## config.mk

```make
export PLATFORM = sky130hd
export DESIGN_NAME = lkvt_ctrl_flat
export DESIGN_NICKNAME = d
export VERILOG_FILES = /design/src/hdl/lkvt_pkg.sv /design/src/hdl/lkvt_if.sv /design/src/hdl/lkvt_ctrl.sv /design/src/flat_wrapper.sv
export SDC_FILE = /design/constraint.sdc
export NUM_CORES = 1
export LEC_CHECK = 0
export ABC_CLOCK_PERIOD_IN_PS = 3400
export BUFFER_PORTS_ARGS = -buffer_cell sky130_fd_sc_hd__buf_2
export CAP_MARGIN = 10
export CORE_AREA = 8 8 216 218
export DETAILED_ROUTE_END_ITERATION = 12
export DIE_AREA = 0 0 224 226
export PLACE_DENSITY_LB_ADDON = 0.15
export SYNTH_ARGS = -nofsm -noshare
export SYNTH_HDL_FRONTEND = slang
export SYNTH_SLANG_ARGS = --single-unit
```

## constraint.sdc

```tcl
create_clock -name clk -period 3.4 [get_ports clk]
set_input_delay 0.17 -clock clk [delete_from_list [all_inputs] [get_ports clk]]
set_output_delay 0.17 -clock clk [all_outputs]
set_load 0.02 [all_outputs]
```

## src/hdl/lkvt_pkg.sv

```systemverilog
// ----------------------------------------------------------------------------
// lkvt_pkg
// Shared constants, types and helpers of the linear key/value table.
// ----------------------------------------------------------------------------
package lkvt_pkg;

    localparam int CAPACITY   = 256;
    localparam int IDX_W      = $clog2(CAPACITY);
    localparam int CNT_W      = $clog2(CAPACITY + 1);
    localparam int CMP_W      = (CNT_W > 8) ? CNT_W : 8;

    localparam int DATA_BYTES = 8;
    localparam int KEY_W      = 64;
    localparam int VAL_W      = 64;
    localparam int FUNC_W     = 2;
    localparam int POS_W      = 8;
    localparam int STATUS_W   = 3;
    localparam int MIDX_W     = 8;
    localparam int ENT_W      = 9;
    localparam int BYTES_W    = 4;
    localparam int CFG_IDX_W  = 4;
    localparam int CFG_DATA_W = 4;

    localparam logic [CFG_IDX_W-1:0] REG_KEY_BYTES   = 4'd0;
    localparam logic [CFG_IDX_W-1:0] REG_VALUE_BYTES = 4'd1;

    typedef enum logic [FUNC_W-1:0] {
        FN_FIND,
        FN_SET,
        FN_REMOVE_KEY,
        FN_REMOVE_IDX
    } func_t;

    typedef enum logic [STATUS_W-1:0] {
        ST_OK,
        ST_DUP,
        ST_FULL,
        ST_NOKEY,
        ST_RANGE
    } status_t;

    // byte masks derived from the configuration registers
    typedef struct packed {
        logic [KEY_W-1:0] key_mask;
        logic [VAL_W-1:0] value_mask;
    } cfg_t;

    // one read port and one write port, shared by the key and value memories
    typedef struct packed {
        logic             rd_en;
        logic [IDX_W-1:0] rd_addr;
        logic             wr_en;
        logic [IDX_W-1:0] wr_addr;
        logic [KEY_W-1:0] wr_key;
        logic [VAL_W-1:0] wr_value;
    } mem_cmd_t;

    // byte counts of zero act as one, above eight as eight
    function automatic logic [KEY_W-1:0] byte_mask(input logic [BYTES_W-1:0] nbytes);
        logic [BYTES_W-1:0] n;
        logic [KEY_W-1:0]   m;
        n = nbytes;
        if (n == '0)
        begin
            n = BYTES_W'(1);
        end
        if (n > BYTES_W'(DATA_BYTES))
        begin
            n = BYTES_W'(DATA_BYTES);
        end
        for (int b = 0; b < DATA_BYTES; b++)
        begin
            m[b*8 +: 8] = (BYTES_W'(b) < n) ? 8'hFF : 8'h00;
        end
        return m;
    endfunction

endpackage

```

## src/hdl/lkvt_if.sv

```systemverilog
// ----------------------------------------------------------------------------
// lkvt_if
// Request, response and configuration channels of the key/value table.
// ----------------------------------------------------------------------------
interface lkvt_req_if;
    logic                         valid;
    logic                         ready;
    logic [lkvt_pkg::FUNC_W-1:0]  func;
    logic [lkvt_pkg::KEY_W-1:0]   key;
    logic [lkvt_pkg::VAL_W-1:0]   value;
    logic                         overwrite;
    logic [lkvt_pkg::POS_W-1:0]   position;

    modport source (output valid, func, key, value, overwrite, position,
                    input ready);
    modport sink   (input valid, func, key, value, overwrite, position,
                    output ready);
endinterface

interface lkvt_rsp_if;
    logic                          valid;
    logic                          ready;
    logic [lkvt_pkg::STATUS_W-1:0] status;
    logic                          found;
    logic [lkvt_pkg::MIDX_W-1:0]   match_index;
    logic [lkvt_pkg::ENT_W-1:0]    entries_now;

    modport source (output valid, status, found, match_index, entries_now,
                    input ready);
    modport sink   (input valid, status, found, match_index, entries_now,
                    output ready);
endinterface


```

## src/hdl/lkvt_ctrl.sv

```systemverilog
// ----------------------------------------------------------------------------
// lkvt_ctrl
// Request sequencer: linear search, set/append, compaction walk, result register.
// ----------------------------------------------------------------------------
module lkvt_ctrl (
    input  logic               clk,
    input  logic               rst_n,
    input  lkvt_pkg::cfg_t     cfg,
    lkvt_req_if.sink           req,
    lkvt_rsp_if.source         rsp,
    output lkvt_pkg::mem_cmd_t mem,
    input  logic [lkvt_pkg::KEY_W-1:0] rd_key,
    input  logic [lkvt_pkg::VAL_W-1:0] rd_value
);
    import lkvt_pkg::*;

    typedef enum logic [1:0] {
        S_IDLE,
        S_SCAN,
        S_SHIFT,
        S_DONE
    } state_t;

    state_t           state_reg,       state_next;
    func_t            func_reg,        func_next;
    logic [KEY_W-1:0] key_reg,         key_next;
    logic [VAL_W-1:0] value_reg,       value_next;
    logic             repl_reg,        repl_next;
    logic [CNT_W-1:0] scan_reg,        scan_next;
    logic             pend_reg,        pend_next;
    logic [IDX_W-1:0] pend_idx_reg,    pend_idx_next;
    logic [CNT_W-1:0] count_reg,       count_next;
    status_t          res_status_reg,  res_status_next;
    logic             res_found_reg,   res_found_next;
    logic [IDX_W-1:0] res_idx_reg,     res_idx_next;
    logic             out_valid_reg,   out_valid_next;
    status_t          out_status_reg,  out_status_next;
    logic             out_found_reg,   out_found_next;
    logic [IDX_W-1:0] out_idx_reg,     out_idx_next;
    logic [CNT_W-1:0] out_entries_reg, out_entries_next;

    logic hit;
    logic full;
    logic more;

    // the entry read last cycle matches under the current key mask
    assign hit  = pend_reg && (((rd_key ^ key_reg) & cfg.key_mask) == '0);
    assign full = (count_reg == CNT_W'(CAPACITY));
    assign more = (scan_reg < count_reg);

    assign req.ready       = (state_reg == S_IDLE);
    assign rsp.valid       = out_valid_reg;
    assign rsp.status      = out_status_reg;
    assign rsp.found       = out_found_reg;
    assign rsp.match_index = MIDX_W'(out_idx_reg);
    assign rsp.entries_now = ENT_W'(out_entries_reg);

    always_comb
    begin
        state_next       = state_reg;
        func_next        = func_reg;
        key_next         = key_reg;
        value_next       = value_reg;
        repl_next        = repl_reg;
        scan_next        = scan_reg;
        pend_next        = pend_reg;
        pend_idx_next    = pend_idx_reg;
        count_next       = count_reg;
        res_status_next  = res_status_reg;
        res_found_next   = res_found_reg;
        res_idx_next     = res_idx_reg;
        out_valid_next   = out_valid_reg;
        out_status_next  = out_status_reg;
        out_found_next   = out_found_reg;
        out_idx_next     = out_idx_reg;
        out_entries_next = out_entries_reg;

        mem          = '0;
        mem.rd_addr  = scan_reg[IDX_W-1:0];
        mem.wr_key   = key_reg & cfg.key_mask;
        mem.wr_value = value_reg & cfg.value_mask;

        if (out_valid_reg && rsp.ready)
        begin
            out_valid_next = 1'b0;
        end

        unique case (state_reg)
            S_IDLE:
            begin
                if (req.valid)
                begin
                    func_next  = func_t'(req.func);
                    key_next   = req.key;
                    value_next = req.value;
                    repl_next  = req.overwrite;
                    scan_next  = '0;
                    pend_next  = 1'b0;
                    if (func_t'(req.func) == FN_REMOVE_IDX)
                    begin
                        res_found_next = 1'b0;
                        if (CMP_W'(req.position) >= CMP_W'(count_reg))
                        begin
                            res_status_next = ST_RANGE;
                            res_idx_next    = '0;
                            state_next      = S_DONE;
                        end
                        else
                        begin
                            res_status_next = ST_OK;
                            res_idx_next    = IDX_W'(req.position);
                            scan_next       = CNT_W'(req.position) + CNT_W'(1);
                            state_next      = S_SHIFT;
                        end
                    end
                    else
                    begin
                        state_next = S_SCAN;
                    end
                end
            end

            S_SCAN:
            begin
                if (hit)
                begin
                    pend_next       = 1'b0;
                    res_status_next = ST_OK;
                    res_found_next  = 1'b1;
                    res_idx_next    = pend_idx_reg;
                    state_next      = S_DONE;
                    unique case (func_reg)
                        FN_FIND:
                        begin
                        end
                        FN_SET:
                        begin
                            if (repl_reg)
                            begin
                                mem.wr_en   = 1'b1;
                                mem.wr_addr = pend_idx_reg;
                            end
                            else
                            begin
                                res_status_next = ST_DUP;
                            end
                        end
                        FN_REMOVE_KEY:
                        begin
                            scan_next  = CNT_W'(pend_idx_reg) + CNT_W'(1);
                            state_next = S_SHIFT;
                        end
                        FN_REMOVE_IDX:
                        begin
                        end
                    endcase
                end
                else if (more)
                begin
                    mem.rd_en     = 1'b1;
                    pend_next     = 1'b1;
                    pend_idx_next = scan_reg[IDX_W-1:0];
                    scan_next     = scan_reg + CNT_W'(1);
                end
                else
                begin
                    // every entry checked, no match
                    pend_next       = 1'b0;
                    res_found_next  = 1'b0;
                    res_idx_next    = '0;
                    res_status_next = ST_NOKEY;
                    state_next      = S_DONE;
                    if (func_reg == FN_SET)
                    begin
                        if (full)
                        begin
                            res_status_next = ST_FULL;
                        end
                        else
                        begin
                            mem.wr_en       = 1'b1;
                            mem.wr_addr     = count_reg[IDX_W-1:0];
                            res_status_next = ST_OK;
                            res_idx_next    = count_reg[IDX_W-1:0];
                            count_next      = count_reg + CNT_W'(1);
                        end
                    end
                end
            end

            S_SHIFT:
            begin
                // entry read last cycle moves down one place
                if (pend_reg)
                begin
                    mem.wr_en    = 1'b1;
                    mem.wr_addr  = pend_idx_reg - IDX_W'(1);
                    mem.wr_key   = rd_key;
                    mem.wr_value = rd_value;
                end
                if (more)
                begin
                    mem.rd_en     = 1'b1;
                    pend_next     = 1'b1;
                    pend_idx_next = scan_reg[IDX_W-1:0];
                    scan_next     = scan_reg + CNT_W'(1);
                end
                else
                begin
                    pend_next  = 1'b0;
                    count_next = count_reg - CNT_W'(1);
                    state_next = S_DONE;
                end
            end

            S_DONE:
            begin
                if (!out_valid_reg || rsp.ready)
                begin
                    out_valid_next   = 1'b1;
                    out_status_next  = res_status_reg;
                    out_found_next   = res_found_reg;
                    out_idx_next     = res_idx_reg;
                    out_entries_next = count_reg;
                    state_next       = S_IDLE;
                end
            end
        endcase
    end

    always_ff @(posedge clk or negedge rst_n)
    begin
        if (!rst_n)
        begin
            state_reg       <= S_IDLE;
            func_reg        <= FN_FIND;
            key_reg         <= '0;
            value_reg       <= '0;
            repl_reg        <= 1'b0;
            scan_reg        <= '0;
            pend_reg        <= 1'b0;
            pend_idx_reg    <= '0;
            count_reg       <= '0;
            res_status_reg  <= ST_OK;
            res_found_reg   <= 1'b0;
            res_idx_reg     <= '0;
            out_valid_reg   <= 1'b0;
            out_status_reg  <= ST_OK;
            out_found_reg   <= 1'b0;
            out_idx_reg     <= '0;
            out_entries_reg <= '0;
        end
        else
        begin
            state_reg       <= state_next;
            func_reg        <= func_next;
            key_reg         <= key_next;
            value_reg       <= value_next;
            repl_reg        <= repl_next;
            scan_reg        <= scan_next;
            pend_reg        <= pend_next;
            pend_idx_reg    <= pend_idx_next;
            count_reg       <= count_next;
            res_status_reg  <= res_status_next;
            res_found_reg   <= res_found_next;
            res_idx_reg     <= res_idx_next;
            out_valid_reg   <= out_valid_next;
            out_status_reg  <= out_status_next;
            out_found_reg   <= out_found_next;
            out_idx_reg     <= out_idx_next;
            out_entries_reg <= out_entries_next;
        end
    end

endmodule

```

## src/flat_wrapper.sv

```systemverilog
// flat-port wrapper written by rule: the top's interface ports become plain ports
module lkvt_ctrl_flat import lkvt_pkg::*;
  (clk, rst_n, cfg, mem, rd_key, rd_value, req_valid, req_func, req_key, req_value, req_overwrite, req_position, req_ready, rsp_valid, rsp_status, rsp_found, rsp_match_index, rsp_entries_now, rsp_ready);
  lkvt_req_if req_i ();
  lkvt_rsp_if rsp_i ();
  input  logic clk;
  input  logic rst_n;
  input  lkvt_pkg::cfg_t cfg;
  output lkvt_pkg::mem_cmd_t mem;
  input  logic [lkvt_pkg::KEY_W-1:0] rd_key;
  input  logic [lkvt_pkg::VAL_W-1:0] rd_value;
  input wire logic [$bits(req_i.valid)-1:0] req_valid;
  input wire logic [$bits(req_i.func)-1:0] req_func;
  input wire logic [$bits(req_i.key)-1:0] req_key;
  input wire logic [$bits(req_i.value)-1:0] req_value;
  input wire logic [$bits(req_i.overwrite)-1:0] req_overwrite;
  input wire logic [$bits(req_i.position)-1:0] req_position;
  output wire logic [$bits(req_i.ready)-1:0] req_ready;
  output wire logic [$bits(rsp_i.valid)-1:0] rsp_valid;
  output wire logic [$bits(rsp_i.status)-1:0] rsp_status;
  output wire logic [$bits(rsp_i.found)-1:0] rsp_found;
  output wire logic [$bits(rsp_i.match_index)-1:0] rsp_match_index;
  output wire logic [$bits(rsp_i.entries_now)-1:0] rsp_entries_now;
  input wire logic [$bits(rsp_i.ready)-1:0] rsp_ready;
  assign req_i.valid = req_valid;
  assign req_i.func = req_func;
  assign req_i.key = req_key;
  assign req_i.value = req_value;
  assign req_i.overwrite = req_overwrite;
  assign req_i.position = req_position;
  assign req_ready = req_i.ready;
  assign rsp_valid = rsp_i.valid;
  assign rsp_status = rsp_i.status;
  assign rsp_found = rsp_i.found;
  assign rsp_match_index = rsp_i.match_index;
  assign rsp_entries_now = rsp_i.entries_now;
  assign rsp_i.ready = rsp_ready;
  lkvt_ctrl u_core (.clk(clk), .rst_n(rst_n), .cfg(cfg), .req(req_i), .rsp(rsp_i), .mem(mem), .rd_key(rd_key), .rd_value(rd_value));
endmodule
```

==> flow_summary.json <==
{
  "status": "finished clean",
  "fmax_mhz": 316,
  "hp-class": "input port to register",
  "grt_pass1_vias": 12943,
  "arrival_ns": 3.00,
  "worstMarginPinSlew_ns": 0.973,
  "worstSetupPathType": "register to output pin",
  "h-tree-depth": 4,
  "synth_area_um2": 12000,
  "rows": 77,
  "tritoncts": "yes",
  "placed_cell_area_um2": 15500,
  "ys.flop_type": "dfrtp_1",
  "worstPathMaxFanout": 12,
  "busiest_layer": "met2",
  "die_w_um": 224,
  "drtIter0Drc": 753,
  "cts_sinks": 194,
  "start_util_pct": 27.6,
  "critPathMaxStageDelay_ns": 0.41,
  "use_met3_pct": 5.64,
  "critical_path_required_ns": 3.23,
  "fin_worst_skew_ns": 0.0257,
  "layout_setup_ws_ns": 0.233,
  "synth_top_cell_by_area": "dfrtp_1",
  "hold_ws_ns": 0.0294,
  "multi_input_area_um2": 6690,
  "route.vias.total": 12423,
  "yosysUniqueCellTypes": 65,
  "gp_congestion": 0.904,
  "rsz0062_at_grt": "false",
  "fin_nets": 2409,
  "total_leakage_power_nw": 8.38,
  "clkTransAtPathRegs_ns": 0.09,
  "end_kind": "output pin",
  "dp_hpwl_um": 46200,
  "grt_first_pass_wirelength_um": 82400,
  "die_y_um": 226,
  "numCtsBuffers": 17,
  "drv_slew": 0,
  "drc_errors": 0,
  "drt-pass1-iter-count": 5,
  "yosys_warnings": 0,
  "synth_top_cells_by_area": "dfrtp_1, mux2_2, nand2_1",
  "pre_cts_ws_ns": 0.376,
  "gr-usage-met1_pct": 26.1,
  "syn_avg_cell_area_um2": 9.17,
  "cts_buffer_depth": 2,
  "drt-wirelength-per-cell_um": 21.7,
  "cellPowerDensity_nw_per_um2": 781,
  "synth_seq_area_share_pct": 40.5,
  "seq_area_um2": 4850,
  "yosysTopAreaCellShare_pct": 40.5,
  "synth_cells": 1307,
  "port_buffers": 567,
  "viasPerCell": 4.79,
  "antenna_found_initial": 14,
  "min_period_over_period_pct": 93.1,
  "fp.coreArea_um2": 43500,
  "ios": 568,
  "grtUsageTotal_pct": 21.7,
  "synth_edf_count": 0,
  "path_cells": "xor2_1 > a22oi_2 > nand4_1 > nor4_4 > buf_4 > and3_2 > a31oi_1 > o22ai_1 > buf_2",
  "ys_ff_latch": 194,
  "antenna_left": 0,
  "drv_cap": 0,
  "overflow": 0,
  "syn-num-nets": 1739,
  "fin_crit_ns": 3.17,
  "critPathSlowestCell": "dfrtp_1",
  "slew_headroom_pct": 35.1,
  "setup_tns_ns": 0,
  "grt_max_degree": 150,
  "root_buffer": "clkbuf_16",
  "setup_viol": 0,
  "clock_latency_ns": 0.47,
  "fillCellCount": 4486,
  "drive_above_1_share_pct": 40.1,
  "fin_area_um2": 17400,
  "start_kind": "register",
  "routed_wl_um": 56300,
  "hold_violations": 0,
  "async_reset_ff_share_pct": 100,
  "syn_to_final_growth_pct": 45.5,
  "use_met2_pct": 37.5,
  "vdd_drop_max_mv": 0.308,
  "die_area_um2": 50600
}
## path summary, 6_finish.rpt
kind,start,to,slack [ns],cells past startpoint
setup / recovery,u_core.key_reg[48]$_DFFE_PN0P_,mem[130],0.23,9
hold reg to reg,u_core.rsp.entries_now[4]$_DFFE_PN0P_,u_core.rsp.entries_now[4]$_DFFE_PN0P_,0.48,2
max in group asynchronous,rst_n,u_core.key_reg[35]$_DFFE_PN0P_,2.27,3
hold / removal,req_value[7],u_core.value_reg[7]$_DFFE_PN0P_,0.03,2
min in group asynchronous,rst_n,u_core.rsp.status[0]$_DFFE_PN0P_,0.21,2
setup reg to reg,u_core.key_reg[48]$_DFFE_PN0P_,u_core.pend_idx_reg[0]$_DFFE_PN0P_,0.50,8
## metal layers
| layer | share of wire (%) | vias up |
|---|---|---|
| met3 | 6.2 | 67 |
| met4 | 1.9 | 6 |
| met2 | 50 | 444 |
| met5 | 0.067 | - |
| met1 | 42 | 5961 |
| li1 | - | 5945 |
## synth_stat cells, drive strengths merged, types with 3 or more instances
cell    instances
o21ai         156
nand2         303
o31ai           3
nor2b           6
nand2b          7
a221oi          4
a21o            4
inv            27
xnor2          16
or4             4
and2            7
ha             32
nand4          25
dfrtp         194
nor2           26
mux2i          12
o22ai           9
nand3          13
a21oi          22
a22o            6
buf            25
and3           10
a22oi          44
mux2          149
xor2           74
and4            3
a41oi           3
a31oi          18
nor3           19
clkbuf         56
a211o           3
## cells in the final DEF (no fill, tap or decap), drive strengths merged, types with 19 or more instances in the layout
master	n
a21oi	22
a22oi	44
buf	602
dfrtp	194
dlygate4sd3	130
ha	32
inv	32
mux2	149
nand2	303
nand4	25
nor2	26
nor3	19
o21ai	156
xor2	74
## cell families (layout without fill, tap and decap cells)
| logic type | Yosys count | count (layout) | share of synthesized area (%) |
|---|---|---|---|
| AO/OA/AOI/OAI | 292 | 292 | 14.9 |
| buffers and inverters | 108 | 791 | 3.90 |
| adder cells (fa/ha/maj) | 33 | 33 | 3.51 |
| AND/OR/NAND/NOR | 429 | 429 | 15.5 |
| multiplexers | 161 | 161 | 15.1 |
| flip-flops | 194 | 194 | 40.5 |
| other | 0 | 10 | 0 |
| XOR/XNOR | 90 | 90 | 6.58 |
## worst max-delay path: cells and delay by family, from the launching register on
family,cells,cell delay [ns]
compound gates,3,0.61
xor+xnor,1,0.18
buf+inv,2,0.40
flops,1,0.41
simple gates,3,0.92
## metrics by stage
stage	util (%)	std cells	total power, mW
final	40.1	2592	13.6
after CTS	40.1	2582	13.8
after floorplan	-	1307	8.85
after detailed placement	35.7	2419	11.5
after global routing	40.1	2591	14.5
after global placement	35.7	2419	11.4
## power by group
| part | total, mW | switching (mW) | internal (mW) |
|---|---|---|---|
| Clock | 2.08 | 1.02 | 1.05 |
| Sequential | 4.51 | 1.10 | 3.41 |
| Combinational | 7.03 | 4.02 | 3.01 |
## cell type report
cell class | count | share of cell area [%]
multi-input cells | 1005 | 38.3
flip-flops and latches | 194 | 27.8
repair buffers | 732 | 25.5
well taps | 592 | 4.25
clock buffers | 18 | 2.52
clock inverters | 14 | 0.839
inverters | 27 | 0.581
diodes | 10 | 0.143
## timing repair
item / CTS / global route
hold buffers: 130 / 0
resized for setup: 1 / 4
buffers inserted: 1 / 0
endpoints found under the hold margin: 171 / 0
setup endpoints to repair: 10 / 10
gates cloned: 0 / 0
pin swaps: 1 / 0
Power figures use the tool's default switching activity.
